==> src/rtl/string_to_signed_integer_top_defines.svh <==
// Assertion macros used by the parse core of the string to signed integer parser RTL.
`ifndef STRING_TO_SIGNED_INTEGER_TOP_DEFINES_SVH
`define STRING_TO_SIGNED_INTEGER_TOP_DEFINES_SVH

// Same-cycle implication, disabled while reset is asserted.
`define S2I_ASSERT_NOW(label, clk, rst_n, ante, cons, msg) \
    label: assert property (@(posedge clk) disable iff (!rst_n) (ante) |-> (cons)) \
        else $error(msg);

// Next-cycle implication, disabled while reset is asserted.
`define S2I_ASSERT_NEXT(label, clk, rst_n, ante, cons, msg) \
    label: assert property (@(posedge clk) disable iff (!rst_n) (ante) |=> (cons)) \
        else $error(msg);

`endif

==> src/rtl/s2i_pkg.sv <==
// Types, constants and codes of the string to signed integer parser.
package s2i_pkg;

    // Word and offset sizes of the parser.
    localparam int WORD_BITS       = 64;
    localparam int OFFSET_BITS     = 16;

    // Fixed widths of the stream fields.
    localparam int CH_BITS         = 8;
    localparam int BASE_BITS       = 6;
    localparam int DIGIT_BITS      = 6;
    localparam int OUT_VALUE_BITS  = 64;
    localparam int STATUS_BITS     = 2;
    localparam int OUT_OFFSET_BITS = 16;
    localparam int OUT_PAD_BITS    = 6;
    localparam int OUT_DATA_BITS   = OUT_VALUE_BITS + STATUS_BITS + OUT_OFFSET_BITS
                                     + OUT_PAD_BITS;

    // Product of the accumulator and the base plus one digit.
    localparam int PROD_BITS       = WORD_BITS + BASE_BITS + 1;

    // Signed limits of the word, as raw bit patterns.
    localparam logic [WORD_BITS-1:0] WORD_MAX = {1'b0, {(WORD_BITS-1){1'b1}}};
    localparam logic [WORD_BITS-1:0] WORD_MIN = {1'b1, {(WORD_BITS-1){1'b0}}};

    localparam logic [OFFSET_BITS-1:0] POS_MAX = {OFFSET_BITS{1'b1}};

    // Base values.
    localparam logic [BASE_BITS-1:0] BASE_AUTO     = 6'd0;
    localparam logic [BASE_BITS-1:0] BASE_ONE      = 6'd1;
    localparam logic [BASE_BITS-1:0] BASE_MIN      = 6'd2;
    localparam logic [BASE_BITS-1:0] BASE_OCT      = 6'd8;
    localparam logic [BASE_BITS-1:0] BASE_DEC      = 6'd10;
    localparam logic [BASE_BITS-1:0] BASE_HEX      = 6'd16;
    localparam logic [BASE_BITS-1:0] BASE_MAX      = 6'd36;
    localparam logic [BASE_BITS-1:0] BASE_RESET    = BASE_DEC;

    // Digit value of a byte that is no digit at all; above every base.
    localparam logic [DIGIT_BITS-1:0] NOT_DIGIT    = 6'd63;

    // Characters.
    localparam logic [CH_BITS-1:0] CH_SPACE = 8'h20;
    localparam logic [CH_BITS-1:0] CH_TAB   = 8'h09;
    localparam logic [CH_BITS-1:0] CH_CR    = 8'h0D;
    localparam logic [CH_BITS-1:0] CH_PLUS  = 8'h2B;
    localparam logic [CH_BITS-1:0] CH_MINUS = 8'h2D;
    localparam logic [CH_BITS-1:0] CH_ZERO  = 8'h30;
    localparam logic [CH_BITS-1:0] CH_NINE  = 8'h39;
    localparam logic [CH_BITS-1:0] CH_UA    = 8'h41;
    localparam logic [CH_BITS-1:0] CH_UZ    = 8'h5A;
    localparam logic [CH_BITS-1:0] CH_LA    = 8'h61;
    localparam logic [CH_BITS-1:0] CH_LZ    = 8'h7A;
    localparam logic [CH_BITS-1:0] CH_UX    = 8'h58;
    localparam logic [CH_BITS-1:0] CH_LX    = 8'h78;
    localparam logic [CH_BITS-1:0] LETTER_BIAS = 8'd10;

    // Result status codes.
    localparam logic [STATUS_BITS-1:0] ST_OK     = 2'd0;
    localparam logic [STATUS_BITS-1:0] ST_RANGE  = 2'd1;
    localparam logic [STATUS_BITS-1:0] ST_NOCONV = 2'd2;

    // Parser phase, one-hot.
    typedef enum logic [5:0] {
        PH_IDLE   = 6'b000001,
        PH_SPACE  = 6'b000010,
        PH_SIGNED = 6'b000100,
        PH_ZERO   = 6'b001000,
        PH_ZEROX  = 6'b010000,
        PH_DIGITS = 6'b100000
    } t_phase;

    // Classification of one character.
    typedef struct packed {
        logic                  is_space;
        logic                  is_minus;
        logic                  is_plus;
        logic                  is_zero;
        logic                  is_x;
        logic [DIGIT_BITS-1:0] digit;
    } t_char_class;

endpackage

==> src/rtl/s2i_char_class.sv <==
// Character classifier: white space, sign, prefix characters and digit value.
module s2i_char_class (
    input  logic [s2i_pkg::CH_BITS-1:0] i_ch,
    output s2i_pkg::t_char_class        o_class
);

    logic [s2i_pkg::CH_BITS-1:0] w_digit;

    // Digit value of 0-9, A-Z and a-z; every other byte is no digit.
    always_comb begin
        if (i_ch >= s2i_pkg::CH_ZERO && i_ch <= s2i_pkg::CH_NINE) begin
            w_digit = i_ch - s2i_pkg::CH_ZERO;
        end else if (i_ch >= s2i_pkg::CH_UA && i_ch <= s2i_pkg::CH_UZ) begin
            w_digit = i_ch - s2i_pkg::CH_UA + s2i_pkg::LETTER_BIAS;
        end else if (i_ch >= s2i_pkg::CH_LA && i_ch <= s2i_pkg::CH_LZ) begin
            w_digit = i_ch - s2i_pkg::CH_LA + s2i_pkg::LETTER_BIAS;
        end else begin
            w_digit = {2'b00, s2i_pkg::NOT_DIGIT};
        end
    end

    // Character flags.
    assign o_class.is_space = (i_ch == s2i_pkg::CH_SPACE) ||
                              (i_ch >= s2i_pkg::CH_TAB && i_ch <= s2i_pkg::CH_CR);
    assign o_class.is_minus = (i_ch == s2i_pkg::CH_MINUS);
    assign o_class.is_plus  = (i_ch == s2i_pkg::CH_PLUS);
    assign o_class.is_zero  = (i_ch == s2i_pkg::CH_ZERO);
    assign o_class.is_x     = (i_ch == s2i_pkg::CH_LX) || (i_ch == s2i_pkg::CH_UX);
    assign o_class.digit    = w_digit[s2i_pkg::DIGIT_BITS-1:0];

endmodule

==> src/rtl/s2i_parse_core.sv <==
// Parser state, one-character step logic and the result register.
`include "string_to_signed_integer_top_defines.svh"

module s2i_parse_core (
    input  logic                                 i_clk,
    input  logic                                 i_rst_n,
    input  logic                                 i_in_valid,
    input  logic                                 i_start,
    input  s2i_pkg::t_char_class                 i_class,
    input  logic [s2i_pkg::BASE_BITS-1:0]        i_number_base,
    output logic                                 o_advance,
    output logic                                 o_out_valid,
    input  logic                                 i_out_ready,
    output logic [s2i_pkg::OUT_VALUE_BITS-1:0]   o_value,
    output logic [s2i_pkg::STATUS_BITS-1:0]      o_status,
    output logic [s2i_pkg::OUT_OFFSET_BITS-1:0]  o_offset
);

    // Parser state.
    s2i_pkg::t_phase                      r_phase, n_phase;
    logic                                 r_neg, n_neg;
    logic [s2i_pkg::WORD_BITS-1:0]        r_acc, n_acc;
    logic                                 r_ovf, n_ovf;
    logic                                 r_any, n_any;
    logic [s2i_pkg::BASE_BITS-1:0]        r_base, n_base;
    logic [s2i_pkg::OFFSET_BITS-1:0]      r_pos, n_pos;
    logic [s2i_pkg::OFFSET_BITS-1:0]      r_pfx, n_pfx;

    // Result register.
    logic                                 r_out_valid;
    logic [s2i_pkg::OUT_VALUE_BITS-1:0]   r_out_value, n_out_value;
    logic [s2i_pkg::STATUS_BITS-1:0]      r_out_status, n_out_status;
    logic [s2i_pkg::OUT_OFFSET_BITS-1:0]  r_out_offset, n_out_offset;

    // State as seen by this character, after a start has cleared it.
    s2i_pkg::t_phase                      s_phase;
    logic                                 s_neg;
    logic [s2i_pkg::WORD_BITS-1:0]        s_acc;
    logic                                 s_ovf;
    logic                                 s_any;
    logic [s2i_pkg::BASE_BITS-1:0]        s_base;
    logic [s2i_pkg::OFFSET_BITS-1:0]      s_pos;
    logic [s2i_pkg::OFFSET_BITS-1:0]      s_pfx;

    logic                                 w_bad_base;
    logic                                 w_take;
    logic [s2i_pkg::BASE_BITS-1:0]        w_take_base;
    logic                                 w_digit_ok;
    logic [s2i_pkg::WORD_BITS-1:0]        w_limit;
    logic [s2i_pkg::PROD_BITS-1:0]        w_prod;
    logic                                 w_fin;
    logic                                 w_fin_any;
    logic [s2i_pkg::OFFSET_BITS-1:0]      w_fin_off;
    logic                                 w_inc;
    logic [s2i_pkg::WORD_BITS-1:0]        w_word;

    // The step runs whenever a character waits and the result register can take a beat.
    assign o_advance = i_in_valid && (!r_out_valid || i_out_ready);

    // A start byte clears the text state and latches the base.
    always_comb begin
        if (i_start) begin
            s_phase = s2i_pkg::PH_SPACE;
            s_neg   = 1'b0;
            s_acc   = '0;
            s_ovf   = 1'b0;
            s_any   = 1'b0;
            s_base  = i_number_base;
            s_pos   = '0;
            s_pfx   = '0;
        end else begin
            s_phase = r_phase;
            s_neg   = r_neg;
            s_acc   = r_acc;
            s_ovf   = r_ovf;
            s_any   = r_any;
            s_base  = r_base;
            s_pos   = r_pos;
            s_pfx   = r_pfx;
        end
    end

    assign w_bad_base = i_start && ((i_number_base == s2i_pkg::BASE_ONE) ||
                                    (i_number_base > s2i_pkg::BASE_MAX));

    // Base that a digit of this character is taken in, by phase.
    always_comb begin
        case (s_phase)
            s2i_pkg::PH_SPACE, s2i_pkg::PH_SIGNED: begin
                w_take_base = (s_base == s2i_pkg::BASE_AUTO) ? s2i_pkg::BASE_DEC : s_base;
            end
            s2i_pkg::PH_ZERO: begin
                w_take_base = (s_base == s2i_pkg::BASE_AUTO) ? s2i_pkg::BASE_OCT : s_base;
            end
            s2i_pkg::PH_ZEROX: begin
                w_take_base = s2i_pkg::BASE_HEX;
            end
            default: begin
                w_take_base = s_base;
            end
        endcase
    end

    // Multiply-add against the signed limit of the current sign.
    assign w_digit_ok = (i_class.digit < w_take_base) && (w_take_base >= s2i_pkg::BASE_MIN);
    assign w_limit    = s_neg ? s2i_pkg::WORD_MIN : s2i_pkg::WORD_MAX;
    assign w_prod     = s2i_pkg::PROD_BITS'(s_acc) * s2i_pkg::PROD_BITS'(w_take_base)
                        + s2i_pkg::PROD_BITS'(i_class.digit);

    // One character step.
    always_comb begin
        n_phase     = s_phase;
        n_neg       = s_neg;
        n_acc       = s_acc;
        n_ovf       = s_ovf;
        n_any       = s_any;
        n_base      = s_base;
        n_pfx       = s_pfx;
        w_take      = 1'b0;
        w_fin       = 1'b0;
        w_fin_any   = s_any;
        w_fin_off   = s_pos;
        w_inc       = 1'b0;

        if (w_bad_base) begin
            // An invalid base ends the text on its start byte with no conversion.
            w_fin     = 1'b1;
            w_fin_any = 1'b0;
            w_fin_off = '0;
            n_phase   = s2i_pkg::PH_IDLE;
        end else if (s_phase != s2i_pkg::PH_IDLE) begin
            w_inc = 1'b1;
            case (s_phase)
                s2i_pkg::PH_SPACE, s2i_pkg::PH_SIGNED: begin
                    if (s_phase == s2i_pkg::PH_SPACE && i_class.is_space) begin
                        n_phase = s2i_pkg::PH_SPACE;
                    end else if (s_phase == s2i_pkg::PH_SPACE && i_class.is_minus) begin
                        n_neg   = 1'b1;
                        n_phase = s2i_pkg::PH_SIGNED;
                    end else if (s_phase == s2i_pkg::PH_SPACE && i_class.is_plus) begin
                        n_phase = s2i_pkg::PH_SIGNED;
                    end else if (i_class.is_zero && (s_base == s2i_pkg::BASE_AUTO ||
                                                     s_base == s2i_pkg::BASE_HEX)) begin
                        n_phase = s2i_pkg::PH_ZERO;
                    end else begin
                        w_take = 1'b1;
                    end
                end
                s2i_pkg::PH_ZERO: begin
                    if (i_class.is_x) begin
                        n_pfx   = s_pos;
                        n_phase = s2i_pkg::PH_ZEROX;
                    end else begin
                        // The leading zero counts as a digit.
                        n_any       = 1'b1;
                        w_fin_any   = 1'b1;
                        w_take      = 1'b1;
                    end
                end
                s2i_pkg::PH_ZEROX: begin
                    if (i_class.digit < s2i_pkg::BASE_HEX) begin
                        w_take = 1'b1;
                    end else begin
                        // Prefix without a hex digit: only the zero converts.
                        n_any     = 1'b1;
                        w_fin     = 1'b1;
                        w_fin_any = 1'b1;
                        w_fin_off = s_pfx;
                        n_phase   = s2i_pkg::PH_IDLE;
                    end
                end
                default: begin
                    w_take = 1'b1;
                end
            endcase

            // Shared digit step: accumulate or end the number.
            if (w_take) begin
                n_base  = w_take_base;
                n_phase = s2i_pkg::PH_DIGITS;
                if (!w_digit_ok) begin
                    w_fin   = 1'b1;
                    n_phase = s2i_pkg::PH_IDLE;
                end else begin
                    n_any = 1'b1;
                    if (s_ovf || (w_prod > s2i_pkg::PROD_BITS'(w_limit))) begin
                        n_ovf = 1'b1;
                    end else begin
                        n_acc = w_prod[s2i_pkg::WORD_BITS-1:0];
                    end
                end
            end
        end
    end

    // Offset counter saturates at its maximum.
    assign n_pos = (w_inc && s_pos != s2i_pkg::POS_MAX) ? s_pos + 1'b1 : s_pos;

    // Result value and status of a finished number.
    always_comb begin
        if (!w_fin_any) begin
            w_word       = '0;
            n_out_status = s2i_pkg::ST_NOCONV;
            n_out_offset = '0;
        end else if (s_ovf) begin
            w_word       = s_neg ? s2i_pkg::WORD_MIN : s2i_pkg::WORD_MAX;
            n_out_status = s2i_pkg::ST_RANGE;
            n_out_offset = s2i_pkg::OUT_OFFSET_BITS'(w_fin_off);
        end else begin
            w_word       = s_neg ? (~s_acc + 1'b1) : s_acc;
            n_out_status = s2i_pkg::ST_OK;
            n_out_offset = s2i_pkg::OUT_OFFSET_BITS'(w_fin_off);
        end
        n_out_value = s2i_pkg::OUT_VALUE_BITS'($signed(w_word));
    end

    // State registers.
    always_ff @(posedge i_clk) begin
        if (!i_rst_n) begin
            r_phase <= s2i_pkg::PH_IDLE;
            r_neg   <= 1'b0;
            r_acc   <= '0;
            r_ovf   <= 1'b0;
            r_any   <= 1'b0;
            r_base  <= '0;
            r_pos   <= '0;
            r_pfx   <= '0;
        end else if (o_advance) begin
            r_phase <= n_phase;
            r_neg   <= n_neg;
            r_acc   <= n_acc;
            r_ovf   <= n_ovf;
            r_any   <= n_any;
            r_base  <= n_base;
            r_pos   <= n_pos;
            r_pfx   <= n_pfx;
        end
    end

    // Result register: loads on a finished number, empties when the beat is taken.
    always_ff @(posedge i_clk) begin
        if (!i_rst_n) begin
            r_out_valid <= 1'b0;
        end else if (o_advance && w_fin) begin
            r_out_valid <= 1'b1;
        end else if (i_out_ready) begin
            r_out_valid <= 1'b0;
        end
    end

    always_ff @(posedge i_clk) begin
        if (o_advance && w_fin) begin
            r_out_value  <= n_out_value;
            r_out_status <= n_out_status;
            r_out_offset <= n_out_offset;
        end
    end

    assign o_out_valid = r_out_valid;
    assign o_value     = r_out_value;
    assign o_status    = r_out_status;
    assign o_offset    = r_out_offset;

    // A finished number shows up as a result beat and leaves the parser idle.
    `S2I_ASSERT_NEXT(a_fin_loads, i_clk, i_rst_n, o_advance && w_fin, r_out_valid && (r_phase == s2i_pkg::PH_IDLE), "finished number did not load a result")
    // No conversion always reports a zero value at offset zero.
    `S2I_ASSERT_NOW(a_noconv_zero, i_clk, i_rst_n, r_out_valid && (r_out_status == s2i_pkg::ST_NOCONV), (r_out_value == '0) && (r_out_offset == '0), "no-conversion result is not zero")
    // An out-of-range result is one of the two signed limits.
    `S2I_ASSERT_NOW(a_range_sat, i_clk, i_rst_n, r_out_valid && (r_out_status == s2i_pkg::ST_RANGE), (r_out_value[s2i_pkg::WORD_BITS-1:0] == s2i_pkg::WORD_MAX) || (r_out_value[s2i_pkg::WORD_BITS-1:0] == s2i_pkg::WORD_MIN), "out-of-range result not saturated")
    // The parser only counts digits in the digit phase with a usable base.
    `S2I_ASSERT_NOW(a_digit_base, i_clk, i_rst_n, r_phase == s2i_pkg::PH_DIGITS, (r_base >= s2i_pkg::BASE_MIN) && (r_base <= s2i_pkg::BASE_MAX), "digit phase without a valid base")

endmodule

==> src/rtl/string_to_signed_integer_top.sv <==
// An accepted input beat passes the input register and the result register in turn.
// Throughput: one character per cycle, set by the combinational multiply-add step;
// the input side stalls only while a result beat waits and the master is not ready.
// Reset (i_rst_n low, synchronous): the parser returns to idle, both stages empty,
// and the base register goes back to 10.
module string_to_signed_integer_top (
    input  logic                                 i_clk,
    input  logic                                 i_rst_n,
    // Configuration: number base.
    input  logic                                 i_cfg_we,
    input  logic [s2i_pkg::BASE_BITS-1:0]        i_cfg_wdata,
    // Slave side.
    input  logic                                 i_s_axis_tvalid,
    output logic                                 o_s_axis_tready,
    input  logic [s2i_pkg::CH_BITS-1:0]          i_s_axis_tdata,  // [7:0] ch
    input  logic                                 i_s_axis_tuser,  // [0] start_req
    // Master side.
    output logic                                 o_m_axis_tvalid,
    input  logic                                 i_m_axis_tready,
    // [63:0] value, [65:64] status, [81:66] end_offset, [87:82] zero
    output logic [s2i_pkg::OUT_DATA_BITS-1:0]    o_m_axis_tdata
);

    logic                                 r_in_valid;
    logic                                 r_in_start;
    logic [s2i_pkg::CH_BITS-1:0]          r_in_ch;
    logic [s2i_pkg::BASE_BITS-1:0]        r_number_base;

    s2i_pkg::t_char_class                 w_class;
    logic                                 w_advance;
    logic [s2i_pkg::OUT_VALUE_BITS-1:0]   w_value;
    logic [s2i_pkg::STATUS_BITS-1:0]      w_status;
    logic [s2i_pkg::OUT_OFFSET_BITS-1:0]  w_offset;

    // Base register.
    always_ff @(posedge i_clk) begin
        if (!i_rst_n) begin
            r_number_base <= s2i_pkg::BASE_RESET;
        end else if (i_cfg_we) begin
            r_number_base <= i_cfg_wdata;
        end
    end

    // Input register takes a beat whenever it is empty or being consumed.
    assign o_s_axis_tready = !r_in_valid || w_advance;

    always_ff @(posedge i_clk) begin
        if (!i_rst_n) begin
            r_in_valid <= 1'b0;
        end else if (o_s_axis_tready) begin
            r_in_valid <= i_s_axis_tvalid;
        end
    end

    always_ff @(posedge i_clk) begin
        if (o_s_axis_tready && i_s_axis_tvalid) begin
            r_in_start <= i_s_axis_tuser;
            r_in_ch    <= i_s_axis_tdata;
        end
    end

    // Character classification.
    s2i_char_class u_char_class (
        .i_ch    (r_in_ch),
        .o_class (w_class)
    );

    // Parser step and result register.
    s2i_parse_core u_parse_core (
        .i_clk         (i_clk),
        .i_rst_n       (i_rst_n),
        .i_in_valid    (r_in_valid),
        .i_start       (r_in_start),
        .i_class       (w_class),
        .i_number_base (r_number_base),
        .o_advance     (w_advance),
        .o_out_valid   (o_m_axis_tvalid),
        .i_out_ready   (i_m_axis_tready),
        .o_value       (w_value),
        .o_status      (w_status),
        .o_offset      (w_offset)
    );

    // Result beat packing.
    assign o_m_axis_tdata = {{s2i_pkg::OUT_PAD_BITS{1'b0}}, w_offset, w_status, w_value};

endmodule
==> config.mk <==
export PLATFORM = sky130hd
export DESIGN_NAME = string_to_signed_integer_top
export DESIGN_NICKNAME = d
export VERILOG_FILES = /design/src/rtl/s2i_pkg.sv /design/src/rtl/s2i_char_class.sv /design/src/rtl/s2i_parse_core.sv /design/src/rtl/string_to_signed_integer_top.sv
export VERILOG_INCLUDE_DIRS = /design/src /design/src/rtl
export SDC_FILE = /design/constraint.sdc
export NUM_CORES = 2
export LEC_CHECK = 0
export ABC_AREA = 1
export BUFFER_PORTS_ARGS = -buffer_cell sky130_fd_sc_hd__buf_2
export CELL_PAD_IN_SITES_DETAIL_PLACEMENT = 0
export CELL_PAD_IN_SITES_GLOBAL_PLACEMENT = 1
export CORE_MARGIN = 2
export CORE_UTILIZATION = 51
export CTS_CLUSTER_DIAMETER = 40
export DETAILED_ROUTE_END_ITERATION = 10
export PLACE_DENSITY = 0.93
export SYNTH_ARGS = -nofsm -noshare
export SYNTH_HDL_FRONTEND = slang
export SYNTH_SLANG_ARGS = --single-unit
==> constraint.sdc <==
create_clock -name i_clk -period 17.01 [get_ports i_clk]
set_input_delay 1.701 -clock i_clk [delete_from_list [all_inputs] [get_ports i_clk]]
set_output_delay 1.701 -clock i_clk [all_outputs]
set_load 0.01 [all_outputs]
==> reports/results.ini <==
[worst_setup_path]
crit_type = flip-flop to flip-flop
r2r_start = r_in_start
worst-path-max-fanout = 64
critical_path_s_most_frequent_cell = nand2_1
cpPeakStageDelay_ns = 0.79
cp_num_buf_inv = 11
timing.critical_path.arrival_ns = 11.04
r2r_end = u_parse_core.r_acc[53]
ff2ff_path_depth = 42
path_delay_family = simple AND/OR/NAND/NOR gates
worstPathRequired_ns = 17.47
timing.reg2reg.setup_slack_ns = 6.43
worst_setup_path_start_kind = flip-flop
critical-path-slowest-cell = clkinv_1
critical_path.endpoint_type = flip-flop

[detailed_routing]
topRoutingLayerUsed = met4
detail_route.vias_per_cell = 5.60
drtIter0Drc = 2573
route.detailed.drc = 0
finalWirelength_um = 90400
antenna_left = 0
route.met2.wl_um = 39700
drt-wirelength-per-cell_um = 18.4
dr_total_vias = 27504
met3_length_um = 8350
drt-met1-wl_um = 40000
pre_antenna_drt_iters = 6

[die]
placement_rows = 86
initial_utilization_pct = 51.5
core_area_mm2 = 0.0551
io_pins = 110
dieHeight_um = 240
die_w_um = 240
die_area_mm2 = 0.0575

[timing]
fin_setup_tns_ns = 0
setup-violations-final = 0
hold-worst-slack_ns = 0.463
timing.final.crit_period_ns = 10.58
grt_setup_unrepaired = false
maxSlewHeadroom_pct = 34.5
finalHoldViolCount = 0
timing.final.max_slew_violations = 0
fmax_ghz = 0.0945
layout_worst_path_cycle_share_pct = 62.2
slew_at_the_pin_closest_to_its_max_slew_limit_ns = 0.982
post_route_skew_ns = 0.0200

[finish]
layout_common_cells = nand2_1 (998), inv_1 (616), nor2_1 (551)
nNetsFinal = 4640
post-route-util_pct = 55.0
post_route_cells_drive_above_1_share_pct = 7.12
antenna_cells = 0
area_taken_by_flip_flops_and_latches_mm2 = 0.00511
layout_stage_area_growth_over_the_synthesis_result_pct = 6.86
mostFrequentLayoutCell = nand2_1
footprint_of_the_multi_input_gates_mm2 = 0.0201
fillerInstances = 5534

[logic_synthesis]
sequential_fraction_of_the_synthesis_area_pct = 18.0
synth_cells = 4125
yosys.area_share.adder_pct = 27.9
synthesis.area_mm2 = 0.0284
synth_top_family_by_area = simple AND/OR/NAND/NOR gates
synth_warnings = 0
dominantRegCellSynth = dfxtp_1
synthArstFlopShare_pct = 0
post_synth_mux_area_share_pct = 0
synth_xor_area_share_pct = 1.79
synth_enable_flop_cells = 91
synth-compound-area-share_pct = 10.6
yosys_register_bits = 210
distinct_cells_synth = 65
synthesis.area_per_instance_um2 = 6.88
post_synth_and_or_nand_nor_area_fraction_pct = 30.3

[grt]
antenna_violations_before_repair = 0
grt_first_pass_wirelength_um = 145000
grt_max_degree = 84
grt_pass1_vias = 26268
grt_remaining_overflow = 0
groute.usage.overall_pct = 31.8

[placement]
gp_congestion = 0.955
dp_hpwl_um = 70700
place.port_buffers = 103

[power_and_ir_drop]
combinationalPowerShare_pct = 23.4
internal_power_w = 0.00103
power.switching_fraction_pct = 33.8
power.ir.vdd_worst_v = 0.0000708
power_density_mw_per_mm2 = 51.3
pwr-share-seq_pct = 36.2
cellLeakagePower_nw = 15.9
clkPwrFrac_pct = 40.5
net-switching-power_w = 0.000526

[min_path]
worst_hold_path.num_cells = 2
min-delay-start = u_parse_core.r_pos[6]
worst_hold_path_type = flip-flop to flip-flop
min_delay_worst_endpoint = u_parse_core.r_pos[6]

[clock_tree]
cts_resized = 0
cts_tree = built
clk-insertion-delay-late_ns = 0.56
clock_path_buffers = 3
cts.clk_slew.worst_paths_ns = 0.06
cts_setup_buffers = 0
h-tree-depth = 1
numClockSinks = 210
cts-hold-fix-buffers = 0
clockRootBuffer = clkbuf_16
cts-buffers-inserted = 29

[flow_run]
number_of_max_cap_violations = 0

[run_status]
run_status = finished clean

==> worst reg2reg max path, delay by kind of cell, from the launching register on <==
kind,cells,cell delay [ns]
buf+inv,11,2.65
simple gates,23,4.23
compound gates,1,0.15
fa+ha+maj,6,2.74
xor+xnor,1,0.35
flops,1,0.36
==> metrics by stage <==
stage | cells | power [W] | worst slack, ns | cell area, um2
after global routing | 4908 | 0.00162 | 5.66 | 30300
after floorplan | 4130 | 0.000825 | 9.55 | 28400
after global placement | 4855 | 0.000925 | 6.72 | 29300
after CTS | 4908 | 0.00155 | 6.59 | 30300
final | 4908 | 0.00156 | 6.43 | 30300
after detailed placement | 4855 | 0.000927 | 6.61 | 29300
==> flip-flops by register name, indices dropped and copies added (netlist names), 6 cells and up <==
signal                 cells
u_parse_core.r_pfx        16
r_in_ch                    8
u_parse_core.r_pos        16
u_parse_core.o_value      64
r_number_base              6
u_parse_core.r_phase       6
u_parse_core.r_acc        64
u_parse_core.r_base        6
u_parse_core.o_offset     16
==> power groups by stage <==
stage	Sequential [W]	Clock (W)	Combinational, W
after floorplan	0.000579	0	0.000246
after global placement	0.000573	0	0.000352
after detailed placement	0.000573	0	0.000354
after CTS	0.000563	0.000634	0.000356
after global routing	0.000565	0.000653	0.000399
final	0.000563	0.000629	0.000364
==> cell type report <==
class                           instances  area share, %
Inverter                              646           8.03
Tap cell                              748           3.09
Timing Repair Buffer                  132           2.42
Clock buffer                           34           2.59
Sequential cell                       210           16.9
Clock inverter                         19          0.730
Multi-Input combinational cell       3119           66.3
==> worst max path at each step <==
stage,startpoint,slack [ns],cells after the start,end
floorplan,r_in_start,9.55,48,u_parse_core.r_acc[14]
global placement,r_in_start,6.72,42,u_parse_core.r_acc[43]
detailed placement,r_in_start,6.61,42,u_parse_core.r_acc[43]
CTS,r_in_start,6.59,42,u_parse_core.r_acc[53]
global route,r_in_start,5.66,45,u_parse_core.r_acc[39]
finish,r_in_start,6.43,42,u_parse_core.r_acc[53]
==> cells by family after synthesis <==
kind of cell,Yosys count
buffers and inverters,801
adder cells (fa/ha/maj),482
AO/OA/AOI/OAI,556
XOR/XNOR,58
AND/OR/NAND/NOR,2017
other,1
flip-flops,210
==> synth_stat cells (32+ instances only) <==
cell type | count | share of area (%)
nand2_1 | 1002 | 13
xor2_1 | 41 | 1.3
edfxtp_1 | 91 | 9.6
nor2_1 | 555 | 7.3
nor3_1 | 36 | 0.63
nand3_1 | 219 | 3.9
nand4_1 | 92 | 2.0
ha_1 | 230 | 10
o21ai_0 | 124 | 2.2
clkbuf_1 | 86 | 1.1
nand2_2 | 32 | 0.71
dfxtp_1 | 119 | 8.4
a21oi_1 | 329 | 5.8
inv_1 | 618 | 8.2
fa_1 | 252 | 18
==> metal layers <==
layer | vias up | global-route usage [%]
li1 | 13144 | -
met1 | 12973 | 46.0
met2 | 1235 | 49.3
met3 | 152 | 4.91
met4 | 0 | 8.71
met5 | - | 0
(Power assumes the default switching activity.)
